File: src/rtl/mlfs_pkg.sv
package mlfs_pkg;

    typedef enum logic [2:0] {
        KIND_FRAME   = 3'd0,
        KIND_VERSION = 3'd1,
        KIND_LAYER   = 3'd2,
        KIND_RATE    = 3'd3,
        KIND_END     = 3'd4
    } kind_t;

    typedef struct packed {
        kind_t       kind;
        logic [23:0] frame_number;
        logic [8:0]  bitrate_kbps;
        logic [15:0] sample_rate_hz;
        logic [10:0] frame_bytes;
        logic [5:0]  duration_ms;
        logic [31:0] start_time_ms;
        logic [31:0] garbage_bytes;
    } job_t;

    localparam logic [7:0]  SYNC_BYTE      = 8'hFF;
    localparam logic [7:0]  SYNC2_MASK     = 8'hE0;
    localparam logic [7:0]  VERSION_MASK   = 8'h18;
    localparam logic [7:0]  LAYER_MASK     = 8'h06;
    localparam logic [7:0]  LAYER2_CODE    = 8'h04;
    localparam logic [10:0] HEADER_BYTES   = 11'd4;
    localparam logic [31:0] SPACING_RESET  = 32'd2000000;

    function automatic logic [8:0] bitrate_of(input logic [3:0] idx);
        logic [8:0] r;
        case (idx)
            4'd1:    r = 9'd32;
            4'd2:    r = 9'd48;
            4'd3:    r = 9'd56;
            4'd4:    r = 9'd64;
            4'd5:    r = 9'd80;
            4'd6:    r = 9'd96;
            4'd7:    r = 9'd112;
            4'd8:    r = 9'd128;
            4'd9:    r = 9'd160;
            4'd10:   r = 9'd192;
            4'd11:   r = 9'd224;
            4'd12:   r = 9'd256;
            4'd13:   r = 9'd320;
            4'd14:   r = 9'd384;
            default: r = 9'd0;
        endcase
        return r;
    endfunction

    function automatic logic [15:0] sample_rate_of(input logic [1:0] idx);
        logic [15:0] r;
        case (idx)
            2'd0:    r = 16'd44100;
            2'd1:    r = 16'd48000;
            2'd2:    r = 16'd32000;
            default: r = 16'd0;
        endcase
        return r;
    endfunction

    // Frame length without padding: 144000 * bitrate / sample rate.
    function automatic logic [10:0] frame_base_of(input logic [3:0] br_idx,
                                                  input logic [1:0] sr_idx);
        logic [10:0] r;
        logic [12:0] br;
        br = {4'd0, bitrate_of(br_idx)};
        case (sr_idx)
            2'd0:
            begin
                case (br_idx)
                    4'd1:    r = 11'd104;
                    4'd2:    r = 11'd156;
                    4'd3:    r = 11'd182;
                    4'd4:    r = 11'd208;
                    4'd5:    r = 11'd261;
                    4'd6:    r = 11'd313;
                    4'd7:    r = 11'd365;
                    4'd8:    r = 11'd417;
                    4'd9:    r = 11'd522;
                    4'd10:   r = 11'd626;
                    4'd11:   r = 11'd731;
                    4'd12:   r = 11'd835;
                    4'd13:   r = 11'd1044;
                    4'd14:   r = 11'd1253;
                    default: r = 11'd0;
                endcase
            end
            2'd1:    r = 11'(br * 13'd3);
            2'd2:    r = 11'((br * 13'd9) >> 1);
            default: r = 11'd0;
        endcase
        return r;
    endfunction

    // Whole milliseconds per frame; padding never changes the result.
    function automatic logic [5:0] duration_of(input logic [1:0] sr_idx);
        logic [5:0] r;
        case (sr_idx)
            2'd0:    r = 6'd26;
            2'd1:    r = 6'd24;
            2'd2:    r = 6'd36;
            default: r = 6'd0;
        endcase
        return r;
    endfunction

endpackage

File: src/rtl/mlfs_front.sv
module mlfs_front #(
    parameter int POSITION_BITS = 32
) (
    input  logic                     clk,
    input  logic                     rst_n,
    input  logic                     in_valid,
    input  logic                     q_full,
    input  logic [7:0]               data_byte,
    input  logic                     stream_end,
    output logic                     push,
    output mlfs_pkg::job_t           push_job,
    output logic [POSITION_BITS-1:0] push_offset
);

    typedef enum logic [4:0] {
        MODE_HUNT = 5'b00001,
        MODE_HDR1 = 5'b00010,
        MODE_HDR2 = 5'b00100,
        MODE_HDR3 = 5'b01000,
        MODE_SKIP = 5'b10000
    } mode_t;

    mode_t                    mode_reg, mode_next;
    logic [POSITION_BITS-1:0] pos_reg, pos_next;
    logic [POSITION_BITS-1:0] sync_reg, sync_next;
    logic [7:0]               hdr0_reg, hdr0_next;
    logic [7:0]               hdr1_reg, hdr1_next;
    logic [10:0]              left_reg, left_next;
    logic [23:0]              count_reg, count_next;
    logic [31:0]              total_reg, total_next;
    logic [31:0]              garbage_reg, garbage_next;

    logic        accept;
    logic [8:0]  br;
    logic [15:0] sr;
    logic [10:0] len;
    logic [5:0]  ms;
    logic [10:0] left_dec;

    assign accept = in_valid && !q_full;
    assign br     = mlfs_pkg::bitrate_of(hdr1_reg[7:4]);
    assign sr     = mlfs_pkg::sample_rate_of(hdr1_reg[3:2]);
    assign len    = mlfs_pkg::frame_base_of(hdr1_reg[7:4], hdr1_reg[3:2])
                    + {10'd0, hdr1_reg[1]};
    assign ms     = mlfs_pkg::duration_of(hdr1_reg[3:2]);
    assign left_dec = (left_reg != 11'd0) ? left_reg - 11'd1 : 11'd0;

    always_comb
    begin
        mode_next    = mode_reg;
        pos_next     = pos_reg;
        sync_next    = sync_reg;
        hdr0_next    = hdr0_reg;
        hdr1_next    = hdr1_reg;
        left_next    = left_reg;
        count_next   = count_reg;
        total_next   = total_reg;
        garbage_next = garbage_reg;
        push         = 1'b0;
        push_job     = '0;
        push_offset  = sync_reg;

        if (accept)
        begin
            if (stream_end)
            begin
                push                   = 1'b1;
                push_job.kind          = mlfs_pkg::KIND_END;
                push_job.frame_number  = count_reg;
                push_job.start_time_ms = total_reg;
                push_job.garbage_bytes = garbage_reg;
                push_offset            = pos_reg;
                mode_next              = MODE_HUNT;
                garbage_next           = 32'd0;
            end
            else
            begin
                pos_next = pos_reg + POSITION_BITS'(1);
                case (mode_reg)
                    MODE_HUNT:
                    begin
                        if (data_byte == mlfs_pkg::SYNC_BYTE)
                        begin
                            sync_next = pos_reg;
                            mode_next = MODE_HDR1;
                        end
                        else
                        begin
                            garbage_next = garbage_reg + 32'd1;
                        end
                    end
                    MODE_HDR1:
                    begin
                        if ((data_byte & mlfs_pkg::SYNC2_MASK) == mlfs_pkg::SYNC2_MASK)
                        begin
                            hdr0_next = data_byte;
                            mode_next = MODE_HDR2;
                        end
                        else
                        begin
                            garbage_next = garbage_reg + 32'd1;
                            mode_next    = MODE_HUNT;
                        end
                    end
                    MODE_HDR2:
                    begin
                        hdr1_next = data_byte;
                        mode_next = MODE_HDR3;
                    end
                    MODE_HDR3:
                    begin
                        // The fourth header byte carries nothing that is decoded here.
                        push                    = 1'b1;
                        count_next              = count_reg + 24'd1;
                        push_job.frame_number   = count_reg + 24'd1;
                        push_job.bitrate_kbps   = br;
                        push_job.sample_rate_hz = sr;
                        push_job.start_time_ms  = total_reg;
                        push_job.garbage_bytes  = garbage_reg;
                        garbage_next            = 32'd0;
                        mode_next               = MODE_HUNT;
                        if ((hdr0_reg & mlfs_pkg::VERSION_MASK) != mlfs_pkg::VERSION_MASK)
                        begin
                            push_job.kind = mlfs_pkg::KIND_VERSION;
                        end
                        else if ((hdr0_reg & mlfs_pkg::LAYER_MASK) != mlfs_pkg::LAYER2_CODE)
                        begin
                            push_job.kind = mlfs_pkg::KIND_LAYER;
                        end
                        else if (br == 9'd0 || sr == 16'd0)
                        begin
                            push_job.kind = mlfs_pkg::KIND_RATE;
                        end
                        else
                        begin
                            push_job.kind        = mlfs_pkg::KIND_FRAME;
                            push_job.frame_bytes = len;
                            push_job.duration_ms = ms;
                            total_next           = total_reg + {26'd0, ms};
                            left_next            = len - mlfs_pkg::HEADER_BYTES;
                            mode_next            = MODE_SKIP;
                        end
                    end
                    MODE_SKIP:
                    begin
                        left_next = left_dec;
                        if (left_dec == 11'd0)
                        begin
                            mode_next = MODE_HUNT;
                        end
                    end
                    default:
                    begin
                        mode_next = MODE_HUNT;
                    end
                endcase
            end
        end
    end

    always_ff @(posedge clk or negedge rst_n)
    begin
        if (!rst_n)
        begin
            mode_reg    <= MODE_HUNT;
            pos_reg     <= '0;
            sync_reg    <= '0;
            hdr0_reg    <= 8'd0;
            hdr1_reg    <= 8'd0;
            left_reg    <= 11'd0;
            count_reg   <= 24'd0;
            total_reg   <= 32'd0;
            garbage_reg <= 32'd0;
        end
        else
        begin
            mode_reg    <= mode_next;
            pos_reg     <= pos_next;
            sync_reg    <= sync_next;
            hdr0_reg    <= hdr0_next;
            hdr1_reg    <= hdr1_next;
            left_reg    <= left_next;
            count_reg   <= count_next;
            total_reg   <= total_next;
            garbage_reg <= garbage_next;
        end
    end

endmodule

File: src/rtl/mlfs_queue.sv
module mlfs_queue #(
    parameter int WIDTH = 8,
    parameter int DEPTH = 4
) (
    input  logic             clk,
    input  logic             rst_n,
    input  logic             push,
    input  logic [WIDTH-1:0] push_data,
    input  logic             pop,
    output logic [WIDTH-1:0] pop_data,
    output logic             full,
    output logic             empty
);

    localparam int PTR_BITS = (DEPTH > 1) ? $clog2(DEPTH) : 1;
    localparam int CNT_BITS = $clog2(DEPTH + 1);

    logic [WIDTH-1:0]    slot_reg [DEPTH];
    logic [PTR_BITS-1:0] wr_ptr_reg, wr_ptr_next;
    logic [PTR_BITS-1:0] rd_ptr_reg, rd_ptr_next;
    logic [CNT_BITS-1:0] count_reg, count_next;
    logic                do_push, do_pop;

    assign full     = (count_reg == CNT_BITS'(DEPTH));
    assign empty    = (count_reg == '0);
    assign do_push  = push && !full;
    assign do_pop   = pop && !empty;
    assign pop_data = slot_reg[rd_ptr_reg];

    always_comb
    begin
        wr_ptr_next = wr_ptr_reg;
        rd_ptr_next = rd_ptr_reg;
        count_next  = count_reg;
        if (do_push)
        begin
            wr_ptr_next = (wr_ptr_reg == PTR_BITS'(DEPTH - 1)) ? '0
                          : wr_ptr_reg + PTR_BITS'(1);
        end
        if (do_pop)
        begin
            rd_ptr_next = (rd_ptr_reg == PTR_BITS'(DEPTH - 1)) ? '0
                          : rd_ptr_reg + PTR_BITS'(1);
        end
        if (do_push && !do_pop)
        begin
            count_next = count_reg + CNT_BITS'(1);
        end
        else if (do_pop && !do_push)
        begin
            count_next = count_reg - CNT_BITS'(1);
        end
    end

    always_ff @(posedge clk)
    begin
        if (do_push)
        begin
            slot_reg[wr_ptr_reg] <= push_data;
        end
    end

    always_ff @(posedge clk or negedge rst_n)
    begin
        if (!rst_n)
        begin
            wr_ptr_reg <= '0;
            rd_ptr_reg <= '0;
            count_reg  <= '0;
        end
        else
        begin
            wr_ptr_reg <= wr_ptr_next;
            rd_ptr_reg <= rd_ptr_next;
            count_reg  <= count_next;
        end
    end

endmodule

File: src/rtl/mlfs_back.sv
module mlfs_back #(
    parameter int POSITION_BITS = 32
) (
    input  logic                     clk,
    input  logic                     rst_n,
    input  logic                     mark_spacing_wr_en,
    input  logic [31:0]              mark_spacing_wr_data,
    input  logic                     q_empty,
    output logic                     q_pop,
    input  mlfs_pkg::job_t           job,
    input  logic [POSITION_BITS-1:0] job_offset,
    output logic                     out_valid,
    input  logic                     out_stall,
    output logic [2:0]               result_kind,
    output logic [31:0]              frame_offset,
    output logic [23:0]              frame_number,
    output logic [8:0]               bitrate_kbps,
    output logic [15:0]              sample_rate_hz,
    output logic [10:0]              frame_bytes,
    output logic [5:0]               duration_ms,
    output logic [31:0]              start_time_ms,
    output logic [31:0]              garbage_bytes,
    output logic                     index_mark
);

    localparam int STEP_BITS = $clog2(POSITION_BITS);

    typedef enum logic [2:0] {
        ST_IDLE = 3'b001,
        ST_DIV  = 3'b010,
        ST_OUT  = 3'b100
    } state_t;

    state_t                   state_reg, state_next;
    logic [31:0]              spacing_reg;
    logic [STEP_BITS-1:0]     step_reg, step_next;
    logic [POSITION_BITS-1:0] quo_reg, quo_next;
    logic [31:0]              rem_reg, rem_next;
    mlfs_pkg::job_t           job_reg, job_next;
    logic [31:0]              off_reg, off_next;
    logic [8:0]               last_br_reg, last_br_next;
    logic [15:0]              last_sr_reg, last_sr_next;
    logic [31:0]              last_blk_reg, last_blk_next;
    logic                     out_valid_reg, out_valid_next;
    mlfs_pkg::job_t           out_job_reg, out_job_next;
    logic [31:0]              out_off_reg, out_off_next;
    logic                     out_mark_reg, out_mark_next;

    logic        out_free;
    logic [32:0] shifted;
    logic [33:0] diff;
    logic        fits;
    logic [31:0] blk;

    assign out_free = !out_valid_reg || !out_stall;

    // Restoring division of the sync offset by the spacing, one quotient bit a cycle.
    assign shifted = {rem_reg, quo_reg[POSITION_BITS-1]};
    assign diff    = {1'b0, shifted} - {2'b00, spacing_reg};
    assign fits    = !diff[33];
    assign blk     = (spacing_reg == 32'd0) ? 32'd0 : 32'(quo_reg);

    always_comb
    begin
        state_next     = state_reg;
        step_next      = step_reg;
        quo_next       = quo_reg;
        rem_next       = rem_reg;
        job_next       = job_reg;
        off_next       = off_reg;
        last_br_next   = last_br_reg;
        last_sr_next   = last_sr_reg;
        last_blk_next  = last_blk_reg;
        out_valid_next = out_valid_reg && out_stall;
        out_job_next   = out_job_reg;
        out_off_next   = out_off_reg;
        out_mark_next  = out_mark_reg;
        q_pop          = 1'b0;

        case (state_reg)
            ST_IDLE:
            begin
                if (!q_empty && (job.kind == mlfs_pkg::KIND_FRAME || out_free))
                begin
                    q_pop = 1'b1;
                    if (job.kind == mlfs_pkg::KIND_FRAME)
                    begin
                        job_next   = job;
                        off_next   = 32'(job_offset);
                        quo_next   = job_offset;
                        rem_next   = 32'd0;
                        step_next  = STEP_BITS'(POSITION_BITS - 1);
                        state_next = ST_DIV;
                    end
                    else
                    begin
                        out_valid_next = 1'b1;
                        out_job_next   = job;
                        out_off_next   = 32'(job_offset);
                        out_mark_next  = 1'b0;
                    end
                end
            end
            ST_DIV:
            begin
                rem_next  = fits ? diff[31:0] : shifted[31:0];
                quo_next  = {quo_reg[POSITION_BITS-2:0], fits};
                step_next = step_reg - STEP_BITS'(1);
                if (step_reg == '0)
                begin
                    state_next = ST_OUT;
                end
            end
            ST_OUT:
            begin
                if (out_free)
                begin
                    out_valid_next = 1'b1;
                    out_job_next   = job_reg;
                    out_off_next   = off_reg;
                    out_mark_next  = 1'b0;
                    if (job_reg.bitrate_kbps != last_br_reg
                        || job_reg.sample_rate_hz != last_sr_reg)
                    begin
                        out_mark_next = 1'b1;
                        last_br_next  = job_reg.bitrate_kbps;
                        last_sr_next  = job_reg.sample_rate_hz;
                        last_blk_next = blk;
                    end
                    else if (blk != last_blk_reg)
                    begin
                        out_mark_next = 1'b1;
                        last_blk_next = blk;
                    end
                    state_next = ST_IDLE;
                end
            end
            default:
            begin
                state_next = ST_IDLE;
            end
        endcase
    end

    always_ff @(posedge clk or negedge rst_n)
    begin
        if (!rst_n)
        begin
            state_reg     <= ST_IDLE;
            spacing_reg   <= mlfs_pkg::SPACING_RESET;
            last_br_reg   <= 9'd0;
            last_sr_reg   <= 16'd0;
            last_blk_reg  <= 32'd0;
            out_valid_reg <= 1'b0;
        end
        else
        begin
            state_reg     <= state_next;
            last_br_reg   <= last_br_next;
            last_sr_reg   <= last_sr_next;
            last_blk_reg  <= last_blk_next;
            out_valid_reg <= out_valid_next;
            if (mark_spacing_wr_en)
            begin
                spacing_reg <= mark_spacing_wr_data;
            end
        end
    end

    always_ff @(posedge clk)
    begin
        step_reg     <= step_next;
        quo_reg      <= quo_next;
        rem_reg      <= rem_next;
        job_reg      <= job_next;
        off_reg      <= off_next;
        out_job_reg  <= out_job_next;
        out_off_reg  <= out_off_next;
        out_mark_reg <= out_mark_next;
    end

    assign out_valid      = out_valid_reg;
    assign result_kind    = out_job_reg.kind;
    assign frame_offset   = out_off_reg;
    assign frame_number   = out_job_reg.frame_number;
    assign bitrate_kbps   = out_job_reg.bitrate_kbps;
    assign sample_rate_hz = out_job_reg.sample_rate_hz;
    assign frame_bytes    = out_job_reg.frame_bytes;
    assign duration_ms    = out_job_reg.duration_ms;
    assign start_time_ms  = out_job_reg.start_time_ms;
    assign garbage_bytes  = out_job_reg.garbage_bytes;
    assign index_mark     = out_mark_reg;

endmodule

File: src/rtl/mpeg1_layer2_frame_scanner.sv
// MPEG-1 Layer II frame scanner.
// Input channel: in_valid / in_stall with data_byte, or stream_end high for a
// transfer that carries no byte and asks for the end summary. Output channel:
// out_valid / out_stall with one result per decoded header and one per end.
// mark_spacing is written through mark_spacing_wr_en / mark_spacing_wr_data;
// the user must write it only while idle, which the block does not enforce.
// The front parser takes one byte every cycle unless in_stall is high and
// pushes header and end results into a QUEUE_DEPTH entry queue. The back end
// sends each frame result through the bit-serial divider that finds the offset
// block and each error or end result straight to the output register. A frame
// result passes the queue, the divider states and the output register, other
// results the queue and the output register. Since frames hold at least 96
// bytes, the input runs at one byte per cycle for normal streams; a burst of
// header errors can fill the queue, and in_stall then rises until the back end
// drains. Reset clears all counters, returns to sync hunting, empties the queue
// and sets mark_spacing to 2000000. While out_stall is high the result holds
// and the back end waits to output; once the queue is full the input stalls too.
module mpeg1_layer2_frame_scanner #(
    parameter int POSITION_BITS = 32,
    parameter int QUEUE_DEPTH   = 4
) (
    input  logic        clk,
    input  logic        rst_n,
    input  logic        mark_spacing_wr_en,
    input  logic [31:0] mark_spacing_wr_data,
    input  logic        in_valid,
    output logic        in_stall,
    input  logic [7:0]  data_byte,
    input  logic        stream_end,
    output logic        out_valid,
    input  logic        out_stall,
    output logic [2:0]  result_kind,
    output logic [31:0] frame_offset,
    output logic [23:0] frame_number,
    output logic [8:0]  bitrate_kbps,
    output logic [15:0] sample_rate_hz,
    output logic [10:0] frame_bytes,
    output logic [5:0]  duration_ms,
    output logic [31:0] start_time_ms,
    output logic [31:0] garbage_bytes,
    output logic        index_mark
);

    localparam int JOB_BITS   = $bits(mlfs_pkg::job_t);
    localparam int ENTRY_BITS = JOB_BITS + POSITION_BITS;

    logic                     push, pop, q_full, q_empty;
    mlfs_pkg::job_t           push_job, pop_job;
    logic [POSITION_BITS-1:0] push_offset, pop_offset;
    logic [ENTRY_BITS-1:0]    push_entry, pop_entry;

    assign in_stall   = q_full;
    assign push_entry = {push_offset, push_job};
    assign pop_job    = mlfs_pkg::job_t'(pop_entry[JOB_BITS-1:0]);
    assign pop_offset = pop_entry[ENTRY_BITS-1:JOB_BITS];

    mlfs_front #(
        .POSITION_BITS(POSITION_BITS)
    ) u_front (
        .clk        (clk),
        .rst_n      (rst_n),
        .in_valid   (in_valid),
        .q_full     (q_full),
        .data_byte  (data_byte),
        .stream_end (stream_end),
        .push       (push),
        .push_job   (push_job),
        .push_offset(push_offset)
    );

    mlfs_queue #(
        .WIDTH(ENTRY_BITS),
        .DEPTH(QUEUE_DEPTH)
    ) u_queue (
        .clk      (clk),
        .rst_n    (rst_n),
        .push     (push),
        .push_data(push_entry),
        .pop      (pop),
        .pop_data (pop_entry),
        .full     (q_full),
        .empty    (q_empty)
    );

    mlfs_back #(
        .POSITION_BITS(POSITION_BITS)
    ) u_back (
        .clk                 (clk),
        .rst_n               (rst_n),
        .mark_spacing_wr_en  (mark_spacing_wr_en),
        .mark_spacing_wr_data(mark_spacing_wr_data),
        .q_empty             (q_empty),
        .q_pop               (pop),
        .job                 (pop_job),
        .job_offset          (pop_offset),
        .out_valid           (out_valid),
        .out_stall           (out_stall),
        .result_kind         (result_kind),
        .frame_offset        (frame_offset),
        .frame_number        (frame_number),
        .bitrate_kbps        (bitrate_kbps),
        .sample_rate_hz      (sample_rate_hz),
        .frame_bytes         (frame_bytes),
        .duration_ms         (duration_ms),
        .start_time_ms       (start_time_ms),
        .garbage_bytes       (garbage_bytes),
        .index_mark          (index_mark)
    );

endmodule

File: config.mk
export PLATFORM = sky130hd
export DESIGN_NAME = mpeg1_layer2_frame_scanner
export DESIGN_NICKNAME = d
export VERILOG_FILES = /design/src/rtl/mlfs_pkg.sv /design/src/rtl/mlfs_front.sv /design/src/rtl/mlfs_queue.sv /design/src/rtl/mlfs_back.sv /design/src/rtl/mpeg1_layer2_frame_scanner.sv
export SDC_FILE = /design/constraint.sdc
export NUM_CORES = 2
export LEC_CHECK = 0
export BUFFER_PORTS_ARGS = -buffer_cell sky130_fd_sc_hd__buf_4
export CORE_ASPECT_RATIO = 0.7
export CORE_MARGIN = 4
export CORE_UTILIZATION = 45
export DETAILED_ROUTE_END_ITERATION = 8
export SYNTH_ARGS = -nofsm -noshare
export SYNTH_HDL_FRONTEND = slang
export SYNTH_SLANG_ARGS = --single-unit
File: constraint.sdc
create_clock -name clk -period 11.5 [get_ports clk]
set_input_delay 0.575 -clock clk [delete_from_list [all_inputs] [get_ports clk]]
set_output_delay 0.575 -clock clk [all_outputs]
set_load 0.01 [all_outputs]
# Word level (Yosys, flattened, before mapping)

Memories as Yosys holds them, arrays and structs flattened.
Cells that the tools add are included.

Reductions and logical operators: 48
$mul: 2
Bitwise gates (word level): 4
Multiplexer cells: 80
Eq/ne operators: 32
Add/sub/neg operators: 13

Operators by type and width:

| cell                    | number |
|---|---|
| $mux W133               | 5 |
| $mux W32                | 16 |
| $pmux W133 S2           | 1 |
| $pmux W32 S2            | 3 |
| $pmux W32 S3            | 1 |
| $add A32 B1 Y32 const B | 2 |
| $mux W64                | 1 |
| $mux W17                | 3 |
| $pmux W16 S3            | 1 |
| $mux W11                | 4 |
| $mux W42                | 1 |
| $mux W5                 | 8 |
| $sub A33 B32 Y34        | 1 |
| $pmux W11 S3            | 1 |
| $add A32 B6 Y32         | 1 |
| $logic_not A32 Y1       | 1 |
| $ne A32 B32 Y1          | 1 |
| $mux W27                | 1 |
| $mux W3                 | 9 |
| $pmux W5 S5             | 1 |
| $add A24 B1 Y24 const B | 1 |
| $pmux W11 S2            | 1 |
| $reduce_and A3 Y1       | 7 |
| $reduce_and A4 Y1       | 5 |
| other kinds (47)        | 103 |

Input bits: 46
Output and inout port bits: 168
Memory bits (writable): 660
Memories: 4
Register bits after elaboration: 681
Word-level logic and storage cells: 223
Bits in read-only memories: 368

Memories:

| memory           | words | width | read ports | clocked after memory_dff | wr ports | RTL line         | RTL |
|---|---|---|---|---|---|---|---|
| u_queue.slot_reg | 4     | 165   | 1          | 0                        | 1        | mlfs_queue.sv:18 | `logic [WIDTH-1:0] slot_reg [DEPTH];` |
| (no name shown)  | 16    | 11    | 1          | 0                        | 0        | mlfs_pkg.sv:72   | `case (br_idx)` |
| (no name shown)  | 16    | 6     | 1          | 0                        | 0        | mlfs_pkg.sv:32   | `case (idx)` |
| (no name shown)  | 16    | 6     | 1          | 0                        | 0        | mlfs_pkg.sv:32   |  |

# Longest topological paths before layout

Depth after elaboration: 10
Gate-level depth with buffers: 18
Gate-level depth less buffers: 17

# Hierarchy

A second synthesis with hierarchy kept.

Cell total of the unflattened synthesis: 4047
Area total of the unflattened synthesis: 56908.3 um^2

By module, submodules not included:

| module     | seq. area each (um^2) | area an instance (um^2) | cells each | times used |
|---|---|---|---|---|
| mlfs_queue | 19994.2               | 24257.0                 | 899        | 1 |
| mlfs_back  | 14348.8               | 21446.8                 | 1879       | 1 |
| mlfs_front | 4455.5                | 11204.5                 | 1269       | 1 |

# Least setup slack after synthesis

Ideal clock, no wire load.

Kind: register to register
Start point: register u_back.state_reg[2]
End point: register u_back.out_job_reg, in the netlist u_back.bitrate_kbps[3] (enable)
Data arrival time: 8486 ps
Path slack: 2305 ps
Cell stages (with the launch flop): 7
Setup time: 709 ps
Buffers on the path: 3
Path through: dfrtp_1 clkbuf_1 and2_1 clkbuf_1 clkbuf_1 a21oi_1 a21oi_1

Word-level cells in the longest chain between the ends: 3

Ends and longest elaborated chain:

| what                                                        | RTL line         | RTL |
|---|---|---|
| start: declaration                                          | mlfs_back.sv:34  | `state_t state_reg, state_next;` |
| start signal: assignment                                    | mlfs_back.sv:158 | `state_reg <= state_next;` |
| $eq A3 B3 Y1 / $eq A3 B1 Y1 (equally long branches)         | mlfs_back.sv:80  | `case (state_reg)` |
| $ne A2 B1 Y1 (no source line), or another cell as far along | --               |  |
| $reduce_and A4 Y1 (no source line) (*)                      | --               |  |
| end signal: assignment                                      | mlfs_back.sv:177 | `out_job_reg <= out_job_next;` |
| end: declaration                                            | mlfs_back.sv:45  | `mlfs_pkg::job_t out_job_reg, out_job_next;` |

Every way passes the cells marked *; elsewhere a longest branch is shown, timed or not.
A chain may end at the register's enable or synchronous reset.

# Worst setup path in the final report

Start point: register u_queue.rd_ptr_reg[1]
End point: register u_back.job_reg[128] (netlist name) (enable)

Word-level cells in the longest chain between the ends: 5

Ends and longest elaborated chain:

| what                                   | RTL line                         | RTL |
|---|---|---|
| start: declaration                     | mlfs_queue.sv:20                 | `logic [PTR_BITS-1:0] rd_ptr_reg, rd_ptr_next;` |
| start signal: assignment               | mlfs_queue.sv:74                 | `rd_ptr_reg <= rd_ptr_next;` |
| $mem_v2 Z4 W165 (*)                    | --                               |  |
| via pop_entry[130]                     | mpeg1_layer2_frame_scanner.sv:50 | `logic [ENTRY_BITS-1:0] push_entry, pop_entry;` |
| $logic_not A3 Y1 (*)                   | mlfs_back.sv:83, mlfs_back.sv:86 |  |
| $logic_or A1 B1 Y1                     | mlfs_back.sv:83                  | `if (!q_empty && (job.kind == mlfs_pkg::KIND_FRAME \|\| out_free))` |
| $logic_and A1 B1 Y1                    | mlfs_back.sv:83                  |  |
| $reduce_and A3 Y1 (no source line) (*) | --                               |  |
| end signal: assignment                 | mlfs_back.sv:175                 | `job_reg <= job_next;` |
| end: declaration                       | mlfs_back.sv:39                  | `mlfs_pkg::job_t job_reg, job_next;` |

Mark *: on every way through the listed nets, which the timed path passes. The rest lies on a longest branch.

==> results.tsv <==
metric	value	unit
status	finished, final reports clean	
max_stage_delay	860	ps
synth_top_family_by_area	simple AND/OR/NAND/NOR gates	
cts_htree_levels	3	
syn_area	52400	um2
die_y	293	um
largest_reg_flops	596	
fin_skew	60.4	ps
maxCapViolCount	0	
synth.mux.area_fraction	0.0856	
core	115000	um2
critPathRequiredTime	11840	ps
period_needed	5340	ps
finalCritPeriodShare	0.464	
grt_pass1_vias	29600	
synthFlopType	edfxtp_1	
synth-adder-area-share	0.0196	
cts_tree	done	
place_ws	6130	ps
remaining_drc_errors	0	
post_cts_resized	0	
finalWorstSetupSlack	6160	ps
insertion_delay	750	ps
path_common_cell	buf_4	
syn_inst	3759	
synth-seq-area-share	0.680	
synth-simple-area-share	0.113	
ys_warn_count	0	
gp_congestion	0.843	
vias_per_cell	5.38	
power_frac_clock	0.285	
synth.distinct_cells	88	
num_vias	30200	
cts_root_buffer	clkbuf_16	
overflow	0	
seq_power_share	0.467	
cts_sinks	1230	
crit_arrival	5680	ps
multiInputGateArea	15700	um2
hpwl	76000	um
ys_ff_latch	1230	
ioPinCount	214	
final-hold-violation-count	0	
slew-limit-headroom	0.217	
synth-compound-area-share	0.0492	
ctsHoldBuffers	16	
worst_pin_slew	1160	ps
fmax	187	MHz
ir_drop	161	uV
register_area	35600	um2
path_max_fanout	67	
crit_type	reg -> reg	
finalSetupViolations	0	
area_growth_syn_to_layout	13.8	%
post_cts_buffers	0	
start_util	0.455	
slowest_stage	buf_4	
die_x	416	um
ant_nets	0	
startpoint_type	flop	
hp-class	in -> reg	
n_fill_cell	9728	
crit_buf_inv	3	
drt_iter0_drc	2560	
path_delay_family	buffers and inverters	
switching_share	0.300	
antenna_found_initial	6	
synthArstFlopShare	0.216	
dieArea	122000	um2
leakagePower	22.6	nW
switchingPower	4.13	mW
final_cells	5613	
p_comb_frac	0.248	
p_per_area	231	nW/um2
portBuffers	203	
cts_buffers	115	
report.final.slew_viol_count	0	
grt_use_total	0.191	
grt_pass1_wl	181000	um
wl	117000	um
rsz0062_at_grt	no	
synth_edf_count	964	
clockBufferDepth	3	
utilization	0.518	
nets	4097	
synth-xor-area-share	0.0301	
drt-pass1-iter-count	5	
p_int	9.65	mW
crit_path_end_kind	flop	
crit_path_cell_trace	buf_4 -> mux4_2 -> nor3_1 -> and2_4 -> buf_4 -> buf_4	
finalSetupTns	0	ps
wire_per_inst	20.9	um
clk_pin_slew	70	ps
grt_max_degree	98	
dp_cells	5375	
syn_avg_cell_area	13.9	um2
num_rows	104	
drive_above_1_share	0.173	
[metal layers]
layer | GRT usage | share of wire | vias up
met2 | 0.284 | 0.44 | 679
met4 | 0.0439 | 0.019 | 0
li1 | - | - | 14100
met3 | 0.0318 | 0.054 | 147
met1 | 0.297 | 0.49 | 15200
met5 | 0 | 0 | -
[per-stage QoR]
step	power [mW]	cell area (um2)	hold WS [ps]
floorplan	8.73	52400	279
global placement	9.98	55500	460
detailed placement	10.0	55500	467
CTS	14.0	59600	0.194
global route	14.5	59600	15.4
finish	13.8	59600	55.4
[final cells by class]
cell class	count	share of cell area
antenna	1	0.0000420
clock buffer	144	0.0515
clock inverter	76	0.0145
inverter	107	0.00674
multi-input combinational	2257	0.264
sequential	1230	0.598
tap	1537	0.0323
timing repair buffer	261	0.0337
[Yosys cell counts (6+ instances only)]
library cell | instances | area share
nand3_1 | 58 | 0.0055
a21oi_1 | 61 | 0.0058
edfxtp_1 | 964 | 0.55
dfrtp_1 | 257 | 0.12
o21a_1 | 29 | 0.0042
clkbuf_1 | 120 | 0.0086
and3_1 | 41 | 0.0049
xor2_1 | 68 | 0.011
and4_1 | 9 | 0.0015
nand2b_1 | 14 | 0.0017
mux2i_1 | 31 | 0.0059
a21o_1 | 17 | 0.0024
a31oi_1 | 20 | 0.0024
nor3b_1 | 8 | 0.0011
mux4_2 | 150 | 0.065
or2_2 | 8 | 0.00096
mux2_2 | 57 | 0.012
buf_4 | 18 | 0.0026
nor4bb_1 | 9 | 0.0017
o21ai_0 | 134 | 0.013
a31o_2 | 19 | 0.0032
nor2_1 | 183 | 0.013
a211oi_1 | 15 | 0.0022
xnor2_1 | 112 | 0.019
buf_1 | 25 | 0.0018
nand2_1 | 808 | 0.058
ha_1 | 74 | 0.018
nor4_1 | 16 | 0.0019
o31ai_1 | 18 | 0.0026
o22ai_1 | 7 | 0.00084
buf_2 | 12 | 0.0011
inv_1 | 105 | 0.0075
a21boi_0 | 6 | 0.00086
nand3b_1 | 8 | 0.0011
dfstp_2 | 9 | 0.0045
and2_1 | 75 | 0.0090
nor3_1 | 38 | 0.0036
mux2_1 | 7 | 0.0015
o32ai_1 | 9 | 0.0015
nor2b_1 | 14 | 0.0017
nand4_1 | 28 | 0.0033
[worst reg2reg max path, stage by stage, from the launching register on]
cell	delay, ps
dfrtp_4	820
buf_4	860
mux4_2	480
nor3_1	500
and2_4	580
buf_4	660
buf_4	860
[power by group through the flow]
stage	clock network [mW]	registers, mW	logic (mW)
detailed placement	0	6.53	3.48
floorplan	0	6.67	2.06
global route	4.22	6.53	3.76
CTS	4.02	6.45	3.49
finish	3.93	6.44	3.41
global placement	0	6.52	3.46
[kinds of logic (layout without fill, tap and decap cells)]
family / Yosys count / after routing
flops: 1230 / 1230
simple gates: 1340 / 1340
xor+xnor: 180 / 180
compound gates: 397 / 397
mux: 250 / 250
buf+inv: 282 / 588
fa+ha+maj: 79 / 79
other cells: 1 / 12
[cells in the final DEF, fill, tap and decap left out, drive strengths merged, types with 15 or more instances in the layout]
cell type and n:
nor3 40, ha 74, and2 75, a21o 17, nor2 184, o21ai 139
a21oi 62, nand3 58, buf 245, nor4 16, nand2 808, o31ai 18
mux2 68, nand4 28, a31oi 20, inv 110, a31o 19, clkinv 53
edfxtp 964, mux4 150, and3 41, dfrtp 257, o21a 29, xnor2 112
dlygate4sd3 16, clkbuf 144, mux2i 32, xor2 68, a211oi 15
[worst paths after layout]
check                                    endpoint  slack [ps]  cells after the start                     start
min reg2reg                   u_front.hdr0_reg[1]         480                      1       u_front.hdr0_reg[1]
min in group asynchronous      u_front.pos_reg[0]         490                      2                     rst_n
max reg2reg                   u_back.job_reg[128]        6160                      6     u_queue.rd_ptr_reg[1]
max in group asynchronous   u_back.last_br_reg[3]        9490                      3                     rst_n
max                           u_back.job_reg[128]        6160                      6     u_queue.rd_ptr_reg[1]
min                        u_back.spacing_reg[23]          60                      3  mark_spacing_wr_data[23]
Power figures use the tool's default switching activity.
